File: src/wrs_pkg.sv
// ----------------------------------------------------------------------------
// wrs_pkg
// Shared sizes, operation codes and field conversions for the weighted
// resampling block.
// ----------------------------------------------------------------------------
package wrs_pkg;

    localparam int MAX_PARTICLES = 1024;
    localparam int WEIGHT_BITS   = 32;
    localparam int POSE_BITS     = 16;

    localparam int IDX_W     = $clog2(MAX_PARTICLES);
    localparam int CNT_W     = $clog2(MAX_PARTICLES + 1);
    localparam int SUM_BITS  = WEIGHT_BITS + 10;
    localparam int FRAC_W    = 16;
    localparam int FIELD_W   = 16;
    localparam int INDEX_W   = 10;
    localparam int WEIGHT_IN = 32;
    localparam int POSE_ROW  = 3 * POSE_BITS;

    localparam logic OP_LOAD = 1'b0;
    localparam logic OP_DRAW = 1'b1;

    function automatic logic [POSE_BITS-1:0] pose_in(input logic [FIELD_W-1:0] v);
        logic [FIELD_W+POSE_BITS-1:0] z;
        z = (FIELD_W + POSE_BITS)'(v);
        return z[POSE_BITS-1:0];
    endfunction

    function automatic logic [FIELD_W-1:0] pose_out(input logic [POSE_BITS-1:0] v);
        logic signed [FIELD_W+POSE_BITS-1:0] ext;
        ext = (FIELD_W + POSE_BITS)'(signed'(v));
        return ext[FIELD_W-1:0];
    endfunction

    function automatic logic [WEIGHT_BITS-1:0] weight_in(input logic [WEIGHT_IN-1:0] v);
        logic [WEIGHT_IN+WEIGHT_BITS-1:0] z;
        z = (WEIGHT_IN + WEIGHT_BITS)'(v);
        return z[WEIGHT_BITS-1:0];
    endfunction

    function automatic logic [INDEX_W-1:0] index_out(input logic [IDX_W-1:0] v);
        logic [INDEX_W+IDX_W-1:0] z;
        z = (INDEX_W + IDX_W)'(v);
        return z[INDEX_W-1:0];
    endfunction

endpackage

File: src/wrs_scale.sv
// ----------------------------------------------------------------------------
// wrs_scale
// Target = floor(total * fraction / 2^16), split into a high and a low
// partial product, then summed in a second stage.
// ----------------------------------------------------------------------------
module wrs_scale (
    input  logic                         clk,
    input  logic                         prod_en,
    input  logic                         sum_en,
    input  logic [wrs_pkg::SUM_BITS-1:0] total,
    input  logic [wrs_pkg::FRAC_W-1:0]   fraction,
    output logic [wrs_pkg::SUM_BITS-1:0] target
);

    localparam int HI_W = wrs_pkg::SUM_BITS - wrs_pkg::FRAC_W;
    localparam int LO_W = 2 * wrs_pkg::FRAC_W;

    logic [wrs_pkg::SUM_BITS-1:0] prod_hi_reg;
    logic [LO_W-1:0]              prod_lo_reg;
    logic [wrs_pkg::SUM_BITS-1:0] target_reg;
    logic [HI_W-1:0]              total_hi;
    logic [wrs_pkg::FRAC_W-1:0]   total_lo;

    assign total_hi = total[wrs_pkg::SUM_BITS-1:wrs_pkg::FRAC_W];
    assign total_lo = total[wrs_pkg::FRAC_W-1:0];

    always_ff @(posedge clk)
    begin
        if (prod_en)
        begin
            prod_hi_reg <= wrs_pkg::SUM_BITS'(total_hi) * wrs_pkg::SUM_BITS'(fraction);
            prod_lo_reg <= LO_W'(total_lo) * LO_W'(fraction);
        end
        if (sum_en)
        begin
            target_reg <= prod_hi_reg
                        + wrs_pkg::SUM_BITS'(prod_lo_reg[LO_W-1:wrs_pkg::FRAC_W]);
        end
    end

    assign target = target_reg;

endmodule

File: config.mk
export PLATFORM = sky130hd
export DESIGN_NAME = wrs_scale
export DESIGN_NICKNAME = d
export VERILOG_FILES = /design/src/wrs_pkg.sv /design/src/wrs_scale.sv
export SDC_FILE = /design/constraint.sdc
export NUM_CORES = 2
export LEC_CHECK = 0
export BUFFER_PORTS_ARGS = -buffer_cell sky130_fd_sc_hd__buf_2
export CAP_MARGIN = 20
export CORE_AREA = 2 2 297 299
export DETAILED_ROUTE_END_ITERATION = 8
export DIE_AREA = 0 0 299 301
export GPL_ROUTABILITY_DRIVEN = 0
export PLACE_DENSITY_LB_ADDON = 0.25
export SETUP_SLACK_MARGIN = 0.3
export SYNTH_ARGS = -nofsm -noshare
export SYNTH_HDL_FRONTEND = slang
export SYNTH_SLANG_ARGS = --single-unit
File: constraint.sdc
create_clock -name clk -period 6.9 [get_ports clk]
set_input_delay 1.38 -clock clk [delete_from_list [all_inputs] [get_ports clk]]
set_output_delay 1.38 -clock clk [all_outputs]
set_load 0.02 [all_outputs]
==> results list <==
- STA classifies the critical path endpoint as a flop.
* Min-delay src: prod_hi_reg[0]
- First-pass iteration count of the detailed router: 5
- Setup violations remaining at the end of the flow were counted as 0.
* Clock edge transition at the registers on the reported setup and hold paths: 0.08 ns
- FF-to-FF Start: prod_lo_reg[16]
- The first routing iteration left 770 violations.
* Final hold violations: 0
* Largest buffer count on any clock path: 2
- Part of the cycle the worst path needs: about 100%
* Floorplan die width: ~300 um
- The post-route netlist has 21.8% of its cells at a drive strength greater than 1.
* Worst-path fanout max: 5
- Once layout is done, the placed cells without fillers occupy around 32,000 um2.
- Max-slew violations: 0
* Placed wire-length estimate after detailed placement: about 60,000 um
- Clock latency on the worst-skew pair, taken at its later pin, is about 0.39 ns.
* Wire length of the first global-routing pass: approximately 120,000 um
* Share of synthesized area occupied by flip-flops and latches: between 10% and 20%
- Start-to-end type of the worst setup path: in -> reg
- After floorplanning, the core was sized to cover 86,500 um2.
- Number of clock buffers inserted by TritonCTS: 9
* Post-route DRC: 0
* Total cell area at the placement stage: 30,000 um2
- The count of nets left with antenna violations once routing finished came out at 0.
- Counting flops with a built-in enable in the synthesized netlist gives 100.
- Summed over all layers, the global routing overflow is 0.
* Vias: 19,069
* Element type at the critical path start: input port
- Detailed Route WL: around 73,000 um
- The path with the worst hold slack has its endpoint at target[0].
* Via count of the first global-routing pass: about 20,000
* RSZ-0062 raised after global routing: yes
* Synth async-reset ratio: 0%
* Worst flop-to-flop path endpoint: target[26]
- Counting every net in the synthesized netlist gives about 3,600.
- The die covers about 90,000 um2.
- After clock tree synthesis, the flow added hold-fix buffers numbering 0.
* Starting density of the core: between 20% and 30%
* Number of distinct library cells after synthesis: just under 70
- In the synthesized netlist the dominant register cell turns out to be sky130_fd_sc_hd__edfxtp_1.
- The path class of the tightest hold or removal check is reg -> reg.
* Syn_area_per_cell: just over 9 um2
- Clock sink count: 100
* Number of vias per cell after detailed routing: roughly 4.5
- Total Routing Usage GR: 16.6%
* CTS Root Cell: sky130_fd_sc_hd__clkbuf_16
- Status: finished, final reports clean
- Routed WL per cell: around 17 um
* Highest attainable clock frequency: ~150 MHz
- Site row count: around 110
- From bottom edge to top edge, the die measures 301 um.
- Worst-Margin Slew: a little over 0.8 ns
* Cells on Worst Hold Path: 1
- In this run the cell area of the synthesized design comes to 25,800 um2.
- CP Data Required Time: around 7.0 ns
- On the final layout, the worst clock skew is 0.0151 ns.
- Pin placement for this block handled about 100 I/O pins.
* Fill cells: approximately 9,000
* CTS H-Tree Depth: 3
- Count of buffers inserted at the top-level ports: just over 100
* Post-layout min period: approximately 6.9 ns
* Initial antenna violation count: 2
- Layout overhead on the synthesized area: 23.9%
- Counting every instance in the synthesized netlist gives ~2,800.
- Worst R2R Path Depth: 13
- TritonCTS built the clock tree.
- In the final design database the tool counted 3,930 nets.
* Sequential cell area: around 3000 um2
- Maximum number of pins on one net before global-route repair: between 50 and 60
* Count of max-cap constraint violations: 0
- During synthesis, Yosys emitted a total of 0 warnings.
* Reg-to-reg setup timing slack: about 3.4 ns
- Flip-flop and latch count after synthesis: 100
- Data arrival time of the critical path: ~7 ns
- Area of the multi-input gates: roughly 21,000 um2
- Headroom to the max-slew limit: between 40% and 50%
-- worst max path at each step --
| stage | start | slack (ns) | endpoint | depth (start not counted) |
|---|---|---|---|---|
| after floorplan | total[19] | 0.12 | prod_hi_reg[38] | 20 |
| after global placement | fraction[10] | -0.54 | prod_hi_reg[38] | 22 |
| after detailed placement | fraction[4] | -0.58 | prod_hi_reg[41] | 21 |
| after CTS | fraction[6] | -0.03 | prod_hi_reg[41] | 21 |
| after global routing | fraction[1] | -0.21 | prod_lo_reg[30] | 24 |
| final | fraction[5] | 0.004 | prod_hi_reg[38] | 23 |
-- routing by layer --
metal / wire [um] / part of all wire, % / global-route usage (%) / vias to the layer above
met2: 33400 / 46 / 27.1 / 275
met4: 1010 / 1.4 / 3.04 / 4
met3: 2430 / 3.3 / 1.49 / 56
li1: - / - / - / 8994
met5: 21 / 0.029 / 0 / -
met1: 36100 / 49 / 24.3 / 9740
-- critical path, cell delays in order --
cell                       delay (ns)
sky130_fd_sc_hd__buf_8           0.12
sky130_fd_sc_hd__buf_12          0.14
sky130_fd_sc_hd__and2_4          0.13
sky130_fd_sc_hd__fa_1            0.49
sky130_fd_sc_hd__inv_2           0.04
sky130_fd_sc_hd__fa_1            0.53
sky130_fd_sc_hd__fa_1            0.43
sky130_fd_sc_hd__fa_1            0.52
sky130_fd_sc_hd__inv_2           0.05
sky130_fd_sc_hd__fa_1            0.48
sky130_fd_sc_hd__fa_1            0.52
sky130_fd_sc_hd__ha_4            0.31
sky130_fd_sc_hd__buf_6           0.11
sky130_fd_sc_hd__a21o_1          0.13
sky130_fd_sc_hd__a21oi_2         0.06
sky130_fd_sc_hd__buf_4           0.14
sky130_fd_sc_hd__or4_4           0.54
sky130_fd_sc_hd__nand4_4         0.17
sky130_fd_sc_hd__a31oi_4         0.13
sky130_fd_sc_hd__o221a_1         0.25
sky130_fd_sc_hd__o211ai_2        0.15
sky130_fd_sc_hd__a21oi_2         0.08
sky130_fd_sc_hd__xnor2_1         0.13
-- what timing repair did --
| item | 4_1_cts | 5_1_grt |
|---|---|---|
| endpoints found under the hold margin | 0 | 0 |
| pin swaps | 117 | 78 |
| resized for setup | 176 | 104 |
| setup endpoints to repair | 30 | 33 |
| cloned | 1 | 4 |
| buffers inserted | 35 | 14 |
-- cell type report --
cell class,instances,share of cell area (%)
tap,1155,4.53
clock inverter,6,0.302
multi-input combinational,1919,65.5
clock buffer,9,0.706
inverter,631,7.43
sequential,100,9.41
timing repair buffer,449,12.2
antenna,1,0.00784
-- synth_stat cells, types with 3 or more instances --
cell | count | area (um2)
sky130_fd_sc_hd__nand3_1 | 17 | 85.1
sky130_fd_sc_hd__o21ai_0 | 32 | 160
sky130_fd_sc_hd__a31oi_1 | 5 | 31.3
sky130_fd_sc_hd__nor3_1 | 8 | 40.0
sky130_fd_sc_hd__xnor2_1 | 66 | 578
sky130_fd_sc_hd__nand2b_1 | 7 | 43.8
sky130_fd_sc_hd__clkbuf_1 | 117 | 439
sky130_fd_sc_hd__nand2_1 | 458 | 1720
sky130_fd_sc_hd__xor2_1 | 30 | 263
sky130_fd_sc_hd__edfxtp_1 | 100 | 3000
sky130_fd_sc_hd__o21a_1 | 3 | 22.5
sky130_fd_sc_hd__a21oi_1 | 70 | 350
sky130_fd_sc_hd__a21o_1 | 38 | 285
sky130_fd_sc_hd__a211oi_1 | 3 | 22.5
sky130_fd_sc_hd__nor2b_1 | 5 | 31.3
sky130_fd_sc_hd__fa_1 | 528 | 10600
sky130_fd_sc_hd__inv_1 | 630 | 2360
sky130_fd_sc_hd__ha_1 | 231 | 2890
sky130_fd_sc_hd__nand4_1 | 13 | 81.3
sky130_fd_sc_hd__nor2_1 | 28 | 105
sky130_fd_sc_hd__and2_1 | 275 | 1720
sky130_fd_sc_hd__o21ai_1 | 12 | 60.1
sky130_fd_sc_hd__o21ai_2 | 3 | 26.3
sky130_fd_sc_hd__o21bai_1 | 10 | 75.1
sky130_fd_sc_hd__a211oi_2 | 8 | 100
sky130_fd_sc_hd__nor4_1 | 3 | 18.8
sky130_fd_sc_hd__and3_1 | 14 | 87.6
-- placed cells by master, fill, tap and decap left out, drive strengths merged, types with 3 or more instances in the layout --
master  Yosys  routed
a211oi     11      11
a21boi      4       4
a21o       38      38
a21oi      72      72
a221o       3       3
a221oi      3       3
a31oi       7       7
and2      275     275
and3       14      14
buf         2     443
clkbuf    117      15
edfxtp    100     100
fa        528     528
ha        231     231
inv       630     633
nand2     459     459
nand2b      7       7
nand3      18      18
nand4      15      15
nor2       28      28
nor2b       5       5
nor3        8       8
nor3b       3       3
nor4        3       3
o211ai      3       3
o21a        3       3
o21ai      48      48
o21bai     10      10
o31ai       3       3
o41ai       4       4
xnor2      66      66
xor2       30      30
-- through the flow --
step                      hold slack [ns]  TNS (ns)  utilization, %  setup slack (ns)  cells
after floorplan                     0.513         0               -             0.116   2769
after global placement              0.551    -10.85            34.7            -0.540   4200
after detailed placement            0.554    -12.15            34.7            -0.580   4200
after CTS                           0.575   -0.0320            36.2           -0.0320   4251
after global routing                0.597     -1.54            36.9            -0.213   4269
final                               0.568         0            36.9           0.00421   4270
-- logic make-up after synthesis --
family                     after synthesis  share of synthesized area [%]
xor gates and xnor gates                96                           3.26
buffers and inverters                  750                           10.9
adders and majority gates              759                           52.3
AOI/OAI and AO/OA                      221                           6.06
and+or+nand+nor                        843                           15.8
DFF                                    100                           11.7
Power is left out: the tool's default activity adds up to more than one toggle a clock period on the data nets, which glitch-free logic cannot reach.
