`src/wrs_ram.sv`:
```
// ----------------------------------------------------------------------------
// wrs_ram
// Generic simple dual-port RAM: one write port, one read port, registered
// read data.
// ----------------------------------------------------------------------------
module wrs_ram #(
    parameter int WIDTH = 8,
    parameter int DEPTH = 16
) (
    input  logic                     clk,
    input  logic                     wr_en,
    input  logic [$clog2(DEPTH)-1:0] wr_addr,
    input  logic [WIDTH-1:0]         wr_data,
    input  logic [$clog2(DEPTH)-1:0] rd_addr,
    output logic [WIDTH-1:0]         rd_data
);

    logic [WIDTH-1:0] mem [DEPTH];
    logic [WIDTH-1:0] rd_data_reg;

    always_ff @(posedge clk)
    begin
        if (wr_en)
        begin
            mem[wr_addr] <= wr_data;
        end
        rd_data_reg <= mem[rd_addr];
    end

    assign rd_data = rd_data_reg;

endmodule

```
`config.mk`:
```
export PLATFORM = sky130hd
export DESIGN_NAME = wrs_ram
export DESIGN_NICKNAME = d
export VERILOG_FILES = /design/src/wrs_ram.sv
export SDC_FILE = /design/constraint.sdc
export NUM_CORES = 1
export LEC_CHECK = 0
export ABC_AREA = 1
export BUFFER_PORTS_ARGS = -buffer_cell sky130_fd_sc_hd__buf_4
export CAP_MARGIN = 20
export CORE_MARGIN = 10
export CORE_UTILIZATION = 45
export DETAILED_ROUTE_END_ITERATION = 8
export PLACE_DENSITY = 0.63
export SLEW_MARGIN = 10
export SYNTH_ARGS = -nofsm -noshare
export SYNTH_HDL_FRONTEND = slang
export SYNTH_SLANG_ARGS = --single-unit
```
`constraint.sdc`:
```
create_clock -name clk -period 3.6 [get_ports clk]
set_clock_uncertainty 0.2 [all_clocks]
set_input_delay 0.72 -clock clk [delete_from_list [all_inputs] [get_ports clk]]
set_output_delay 0.72 -clock clk [all_outputs]
set_load 0.02 [all_outputs]
```
==> flow_summary.json, run 1 <==
{
  "setup_viol": 0,
  "dieArea_um2": 17700,
  "hold_viol_final": 0,
  "post-route-drc-count": 0,
  "arrival_ps": 1850,
  "tns_ps": 0,
  "htreeDepth": 4,
  "synthCells": 551,
  "cts_setup_buffers": 0,
  "cts_inserted_buffers": 17,
  "fmax_ghz": 0.496,
  "diodes": 0,
  "synth_area_um2": 5770,
  "crit_type": "in -> reg",
  "vdd.ir_drop.worst_v": 0.000304,
  "grt_use_met1_pct": 19.5,
  "cts_tree": "done",
  "use_met3_pct": 3.42,
  "start_util_pct": 45.9,
  "core-area_um2": 12600,
  "relSlewSlack_pct": 36.3,
  "grt_pass1_vias": 3578,
  "critPathSlowestCell": "nor2_1",
  "cts_resized": 0,
  "top_usage_layer": "met2",
  "mostFrequentLayoutCell": "nand2_1",
  "clockBufferDepth": 2,
  "synth_top_area_share_pct": 66.7,
  "grt_first_pass_wirelength_um": 20300,
  "clk_pin_slew_worst_paths_ps": 60,
  "clock_latency_ps": 410,
  "yosysSeqAreaShare_pct": 69.4,
  "required_ps": 3430,
  "synth.distinct_cells": 12,
  "root_buffer": "clkbuf_16",
  "power.density_nw_per_um2": 552,
  "viasPerCell": 4.83,
  "cp-start-kind": "input port",
  "grt-ovfl-total": 0,
  "via_count": 3658,
  "die_w_um": 133,
  "yosys_warnings": 0,
  "drt-pass1-iter-count": 5,
  "drt_iter0_markers": 385,
  "synth_top_cell_by_area": "edfxtp_1",
  "worst_slew_pin_slew_ps": 952,
  "crit_family": "simple AND/OR/NAND/NOR gates",
  "die_h_um": 133,
  "finalCritPeriodShare_pct": 56.1,
  "rows": 41,
  "gr-usage-met2_pct": 23.9,
  "routed_wl_um": 12800,
  "layout_common_cells": "nand2_1 (173), edfxtp_1 (128), inv_1 (100)",
  "drive_gt1_share_pct": 9.90,
  "period_minus_slack_ps": 2020,
  "hold_buffers": 0,
  "clock-sinks": 136,
  "portBuffers": 25,
  "slew_violations": 0,
  "grt_max_degree": 65,
  "fill_cells": 1098,
  "synth_area_leaders": "edfxtp_1 (67%), nand2_1 (11%), nand3_1 (8.4%)",
  "maxCapViolations": 0,
  "r2r_setup_slack_ps": 2370,
  "wl_per_cell_um": 17.0,
  "end_kind": "register",
  "leakage_uw": 0.00281,
  "worstPathMaxFanout": 8,
  "syn_nets": 569,
  "crit_chain": "buf_4 -> nand3b_1 -> nor2_1",
  "yosys_register_bits": 136,
  "syn_avg_cell_area_um2": 10.5,
  "fin_nets": 591,
  "timing.hold.ws_ps": 420,
  "area_growth_pct": 14.3,
  "slowest_delay_ps": 770,
  "largest_reg_flops": 128,
  "ant_nets": 0,
  "cp_num_buf_inv": 1,
  "io_pins": 26,
  "grt_util_all_layers_pct": 15.1,
  "gp_congestion": 0.783,
  "antenna_found_initial": 0,
  "hpwl_um": 7850,
  "rsz0062_at_grt": "false",
  "hold_class": "in -> reg",
  "status": "finished clean"
}
layer usage:
metal  up-vias  share of wire, %
met1      1730                45
met2        98                48
met4         0               1.4
met5         -                 0
met3        12               4.7
li1       1818                 -
through the flow:
stage	utilization [%]	instances	instance area, um^2	setup WS, ps	power [uW]
after floorplan	-	551	5770	1730	1950
after global placement	47.8	725	6010	1090	2040
after detailed placement	47.8	725	6010	1080	2040
after CTS	52.3	757	6570	1510	3670
after global routing	52.5	758	6590	1500	3760
final	52.5	758	6590	1580	3640
Yosys cell counts:
cell,n
inv_1,100
buf_2,13
nor2_1,17
inv_2,2
buf_4,4
dfxtp_1,8
buf_6,6
nand3b_1,2
buf_1,1
edfxtp_1,128
nand3_1,97
nand2_1,173
power by group:
group / internal (uW) / switching (uW) / leakage (uW)
sequential: 1770 / 12.8 / 0.00122
clock: 1010 / 621 / 0.000263
combinational: 68.4 / 159 / 0.00133
cell type report:
| type | count | area [um^2] | share of cell area, % |
|---|---|---|---|
| sequential | 136 | 4000 | 60.7 |
| clock buffer | 18 | 429 | 6.51 |
| multi-input combinational | 289 | 1210 | 18.4 |
| clock inverter | 14 | 134 | 2.03 |
| tap | 172 | 215 | 3.26 |
| inverter | 102 | 383 | 5.81 |
| timing repair buffer | 27 | 215 | 3.26 |
worst register-to-register path, cell delays in order (launching register included):
cell	delay, ps
edfxtp_1	370
inv_1	60
nand2_1	40
nand3_1	100
nand3_1	120
nand3_1	140
nand2_1	80
path summary, 6_finish.rpt:
| path | start | endpoint | depth (start not counted) |
|---|---|---|---|
| setup reg to reg | mem[7][0]$_DFFE_PP_ | rd_data[0]$_DFF_P_ | 6 |
| setup / recovery | wr_addr[3] | mem[5][5]$_DFFE_PP_ | 3 |
| hold reg to reg | mem[10][6]$_DFFE_PP_ | rd_data[6]$_DFF_P_ | 6 |
| hold / removal | rd_addr[3] | rd_data[5]$_DFF_P_ | 3 |
logic make-up (layout without fill, tap and decap cells):
kind of cell | Yosys count | after routing | share of synthesized area (%)
simple gates | 289 | 289 | 21.0
flops | 136 | 136 | 69.4
buf+inv | 126 | 161 | 9.52
Note: power is estimated with default switching activity, not from simulation.
==> run 2: changes to the inputs <==
==> constraint.sdc (replaced) <==
create_clock -name clk -period 2.05 [get_ports clk]
set_clock_uncertainty 0.2 [all_clocks]
set_input_delay 0.41 -clock clk [delete_from_list [all_inputs] [get_ports clk]]
set_output_delay 0.41 -clock clk [all_outputs]
set_load 0.02 [all_outputs]
==> run 2 against run 1 <==
  * Routed wire length shrank 0.12%
  * Via count grew 3.8%
  * Clock power grew 96%
  * Sequential power grew 76%
  * Die area is the same
  * Global-route usage grew 0.10 points
  * Highest routed layer unchanged
==> flow_summary.json, run 2 (synthesis gave the netlist of run 1 again) <==
{
  "status": "finished clean",
  "ant_nets": 0,
  "finalInstanceArea_um2": 6840,
  "power.density_nw_per_um2": 986,
  "cts_setup_buffers": 0,
  "required_ps": 1440,
  "portBuffers": 25,
  "arrival_ps": 880,
  "intPower_uw": 5380,
  "drt-pass1-iter-count": 5,
  "dieArea_um2": 17700,
  "switchingPower_uw": 1370,
  "grt_first_pass_wirelength_um": 20500,
  "endpoint": "rd_data[0]",
  "routed_wl_um": 12800,
  "placed_area_um2": 6230,
  "die_h_um": 133,
  "htreeDepth": 4,
  "multi_input_area_um2": 1210,
  "viasPerCell": 4.88,
  "drive_gt1_share_pct": 12.4,
  "vdd.ir_drop.worst_v": 0.000436,
  "end_kind": "output pin",
  "crit_start": "rd_data[0]$_DFF_P_",
  "antenna_found_initial": 0,
  "diodes": 0,
  "hold_buffers": 0,
  "pre_cts_ws_ps": 172,
  "power_frac_seq_pct": 46.3,
  "worst_slew_pin_slew_ps": 534,
  "hpwl_um": 7980,
  "fmax_ghz": 0.669,
  "cp-start-kind": "register",
  "period_minus_slack_ps": 1490,
  "rows": 41,
  "reg2reg_to": "rd_data[0]$_DFF_P_",
  "clk_pin_slew_worst_paths_ps": 60,
  "r2r_setup_slack_ps": 770,
  "clock_latency_ps": 420,
  "cp_num_buf_inv": 1,
  "die_w_um": 133,
  "hold_viol_final": 0,
  "p_sw_share_pct": 20.2,
  "slowest_delay_ps": 320,
  "combPwrFrac_pct": 6.4,
  "core-area_um2": 12600,
  "wl_per_cell_um": 16.5,
  "finalCritPeriodShare_pct": 72.9,
  "mostFrequentLayoutCell": "nand2_1",
  "leakage_uw": 0.00297,
  "layout_common_cells": "nand2_1 (173), edfxtp_1 (128), inv_1 (100)",
  "rr_worst_depth": 6,
  "maxCapViolations": 0,
  "crit_type": "reg -> out",
  "gp_congestion": 0.818,
  "slew_violations": 0,
  "grt-ovfl-total": 0,
  "io_pins": 26,
  "crit_chain": "buf_4",
  "grt_max_degree": 49,
  "setup_viol": 0,
  "seqCellArea_um2": 4000,
  "cp.depth": 1,
  "clockPowerShare_pct": 47.3,
  "root_buffer": "clkbuf_16",
  "rsz0062_at_grt": "false",
  "critPathSlowestCell": "dfxtp_1",
  "post-route-drc-count": 0,
  "relSlewSlack_pct": 64.4,
  "crit_family": "flip-flops",
  "clockBufferDepth": 2,
  "clock-sinks": 136,
  "grt_util_all_layers_pct": 15.2,
  "cts_tree": "done",
  "grt_pass1_vias": 3655,
  "cts_inserted_buffers": 17,
  "worstPathMaxFanout": 1,
  "tns_ps": 0,
  "fill_cells": 1104,
  "largest_reg_flops": 128,
  "fin_nets": 612,
  "hold_class": "in -> reg",
  "regToRegStartpoint": "mem[9][0]$_DFFE_PP_",
  "cts_resized": 0,
  "start_util_pct": 45.9,
  "via_count": 3796,
  "timing.hold.ws_ps": 109,
  "fin_ws_ps": 556,
  "drt_iter0_markers": 396,
  "area_growth_pct": 18.6
}
run 2: power groups by stage:
stage | clock (uW) | sequential (uW) | combinational (uW)
after CTS | 3220 | 3130 | 436
final | 3190 | 3130 | 430
after global routing | 3360 | 3130 | 477
after detailed placement | 0 | 3180 | 433
after global placement | 0 | 3180 | 427
after floorplan | 0 | 3200 | 219
run 2: final cells by class:
class | instances | share of cell area (%)
clock inverter | 11 | 2.62
tap | 172 | 3.15
clock buffer | 20 | 6.38
sequential | 136 | 58.5
timing repair buffer | 48 | 6.00
multi-input combinational | 289 | 17.7
inverter | 102 | 5.60
run 2: routing by layer:
metal	part of all wire, %	global-route usage [%]	up-vias
met2	50	24.7	125
met1	43	19.0	1792
met3	5.8	4.47	18
li1	-	-	1861
met4	1.6	4.84	0
met5	0	0	-
run 2: metrics by stage:
step | utilization (%) | instances | total power (uW)
2_1_floorplan | - | 551 | 3420
3_3_place_gp | 49.5 | 747 | 3610
3_5_place_dp | 49.5 | 747 | 3620
4_1_cts | 54.4 | 778 | 6790
5_1_grt | 54.4 | 778 | 6960
6_report | 54.4 | 778 | 6750
run 2: how the worst min path moves through the flow:
| stage | slack [ps] | from | depth (start not counted) | endpoint |
|---|---|---|---|---|
| final | 110 | rd_addr[3] | 3 | rd_data[7]$_DFF_P_ |
| after detailed placement | 450 | mem[13][2]$_DFFE_PP_ | 6 | rd_data[2]$_DFF_P_ |
| after floorplan | 310 | wr_data[0] | 0 | mem[0][0]$_DFFE_PP_ |
| after global routing | 130 | rd_addr[3] | 3 | rd_data[6]$_DFF_P_ |
| after global placement | 450 | mem[13][2]$_DFFE_PP_ | 6 | rd_data[2]$_DFF_P_ |
| after CTS | 110 | rd_addr[3] | 3 | rd_data[7]$_DFF_P_ |
==> run 3: changes to the inputs <==
--- a/config.mk
+++ b/config.mk
@@ -11,7 +11,7 @@
 export CORE_MARGIN = 10
 export CORE_UTILIZATION = 45
 export DETAILED_ROUTE_END_ITERATION = 8
-export PLACE_DENSITY = 0.63
+export PLACE_DENSITY = 0.66
 export SLEW_MARGIN = 10
 export SYNTH_ARGS = -nofsm -noshare
 export SYNTH_HDL_FRONTEND = slang
==> constraint.sdc (replaced) <==
create_clock -name clk -period 1.3 [get_ports clk]
set_clock_uncertainty 0.2 [all_clocks]
set_input_delay 0.26 -clock clk [delete_from_list [all_inputs] [get_ports clk]]
set_output_delay 0.26 -clock clk [all_outputs]
set_load 0.02 [all_outputs]
==> run 3 against run 2 <==
  * The flow now finishes with violations (setup timing)
  * Cell area is 3.6% higher
  * Hold slack worse by 97 ps
  * Final cell count is 2.1% higher
  * Register-to-register slack worse by 700 ps
  * Worst setup slack worse by 590 ps
==> flow_summary.json, run 3 (synthesis gave the netlist of run 1 again) <==
{
  "timing.hold.ws_ps": 11.9,
  "hold_class": "in -> reg",
  "rows": 41,
  "ant_nets": 0,
  "cts_tree": "done",
  "diodes": 0,
  "fmax_ghz": 0.749,
  "grt_pass1_vias": 3817,
  "relSlewSlack_pct": 79.3,
  "rsz0062_at_grt": "true",
  "area_growth_pct": 22.9,
  "die_w_um": 133,
  "crit_type": "reg -> out",
  "largest_reg_flops": 128,
  "hold_depth": 1,
  "maxCapViolations": 0,
  "drive_gt1_share_pct": 17.8,
  "core-area_um2": 12600,
  "grt_first_pass_wirelength_um": 21100,
  "violations": "setup timing",
  "io_pins": 26,
  "clockBufferDepth": 2,
  "cp-start-kind": "register",
  "drt_iter0_markers": 393,
  "cp_num_buf_inv": 1,
  "leakage_uw": 0.00307,
  "routed_wl_um": 13500,
  "grt-ovfl-total": 0,
  "vdd.ir_drop.worst_v": 0.000977,
  "wl_per_cell_um": 17.0,
  "end_kind": "output pin",
  "cp.depth": 1,
  "tns_ps": -139,
  "portBuffers": 25,
  "hpwl_um": 8560,
  "slew_violations": 0,
  "drt-pass1-iter-count": 5,
  "clk_pin_slew_worst_paths_ps": 60,
  "antenna_found_initial": 0,
  "fin_ws_ps": -35.9,
  "die_h_um": 133,
  "grt_util_all_layers_pct": 15.6,
  "fill_cells": 1050,
  "setup_viol": 8,
  "cts_inserted_buffers": 17,
  "crit_family": "flip-flops",
  "root_buffer": "clkbuf_16",
  "layout_common_cells": "nand2_1 (173), edfxtp_1 (128), inv_1 (100)",
  "start_util_pct": 45.9,
  "clock-sinks": 136,
  "fin_util_pct": 56.4,
  "grt_max_degree": 62,
  "mostFrequentLayoutCell": "nand2_1",
  "power.density_nw_per_um2": 1500,
  "rr_worst_depth": 6,
  "dieArea_um2": 17700,
  "hold_viol_final": 0,
  "critPathSlowestCell": "dfxtp_2",
  "viasPerCell": 4.97,
  "finalCritPeriodShare_pct": 103,
  "fin_nets": 627,
  "gp_congestion": 0.917,
  "worst_slew_pin_slew_ps": 310,
  "status": "complete, but fails checks",
  "worstPathMaxFanout": 1,
  "via_count": 3944,
  "arrival_ps": 880,
  "htreeDepth": 4,
  "post-route-drc-count": 0,
  "clock_latency_ps": 420,
  "required_ps": 840,
  "slowest_delay_ps": 340,
  "crit_chain": "buf_6",
  "period_minus_slack_ps": 1340
}
-- run 3: cell count changes in the layout (fill, tap and decap cells not counted), moves of 5 or more --
| cell | delta |
|---|---|
| buf_6 | +8 |
| dfxtp_1 | -8 |
| dfxtp_2 | +8 |
| nor2_1 | -6 |
| nor2_2 | +6 |
| nand3_1 | -5 |
| nand3_2 | +5 |
-- run 3: metrics by stage --
stage	std cells	cell area, um^2	power [uW]	setup slack, ps
floorplan	551	5780	5400	-111
global placement	758	6370	5740	-250
detailed placement	758	6370	5750	-276
CTS	794	7060	10700	-57.0
global route	794	7090	11000	-69.7
finish	794	7090	10600	-35.9
-- run 3: area by class of cell --
cell class / count / area [um^2] / area share [%]
clock buffers: 17 / 425 / 6.00
clock inverters: 15 / 184 / 2.59
inverters: 102 / 383 / 5.40
multi-input cells: 289 / 1250 / 17.7
flip-flops and latches: 136 / 4010 / 56.6
well taps: 172 / 215 / 3.04
repair buffers: 63 / 613 / 8.65
-- run 3: worst paths after layout --
check                  startpoint              endpoint  slack (ps)
min reg2reg  mem[11][3]$_DFFE_PP_    rd_data[3]$_DFF_P_         460
max reg2reg   mem[5][4]$_DFFE_PP_    rd_data[4]$_DFF_P_          70
min                    wr_data[3]  mem[12][3]$_DFFE_PP_          10
max            rd_data[3]$_DFF_P_            rd_data[3]         -40
-- run 3: metal layers --
layer | wire length, um | global-route usage (%)
met1 | 6060 | 20.6
met2 | 6250 | 23.5
met3 | 951 | 4.17
met4 | 231 | 7.32
met5 | 0 | 0
-- run 3: repair_timing --
| action | CTS | global route |
|---|---|---|
| resized for setup | 16 | 5 |
| buffers inserted | 0 | 0 |
| hold endpoints to repair | 38 | 0 |
| hold buffers | 4 | 0 |
| setup endpoints to repair | 8 | 12 |
-- run 3: power by group --
part | internal [uW] | switching, uW | total (uW) | leakage (uW)
logic | 285 | 483 | 769 | 0.00156
clock network | 3170 | 1750 | 4920 | 0.000292
registers | 4910 | 33.0 | 4940 | 0.00122
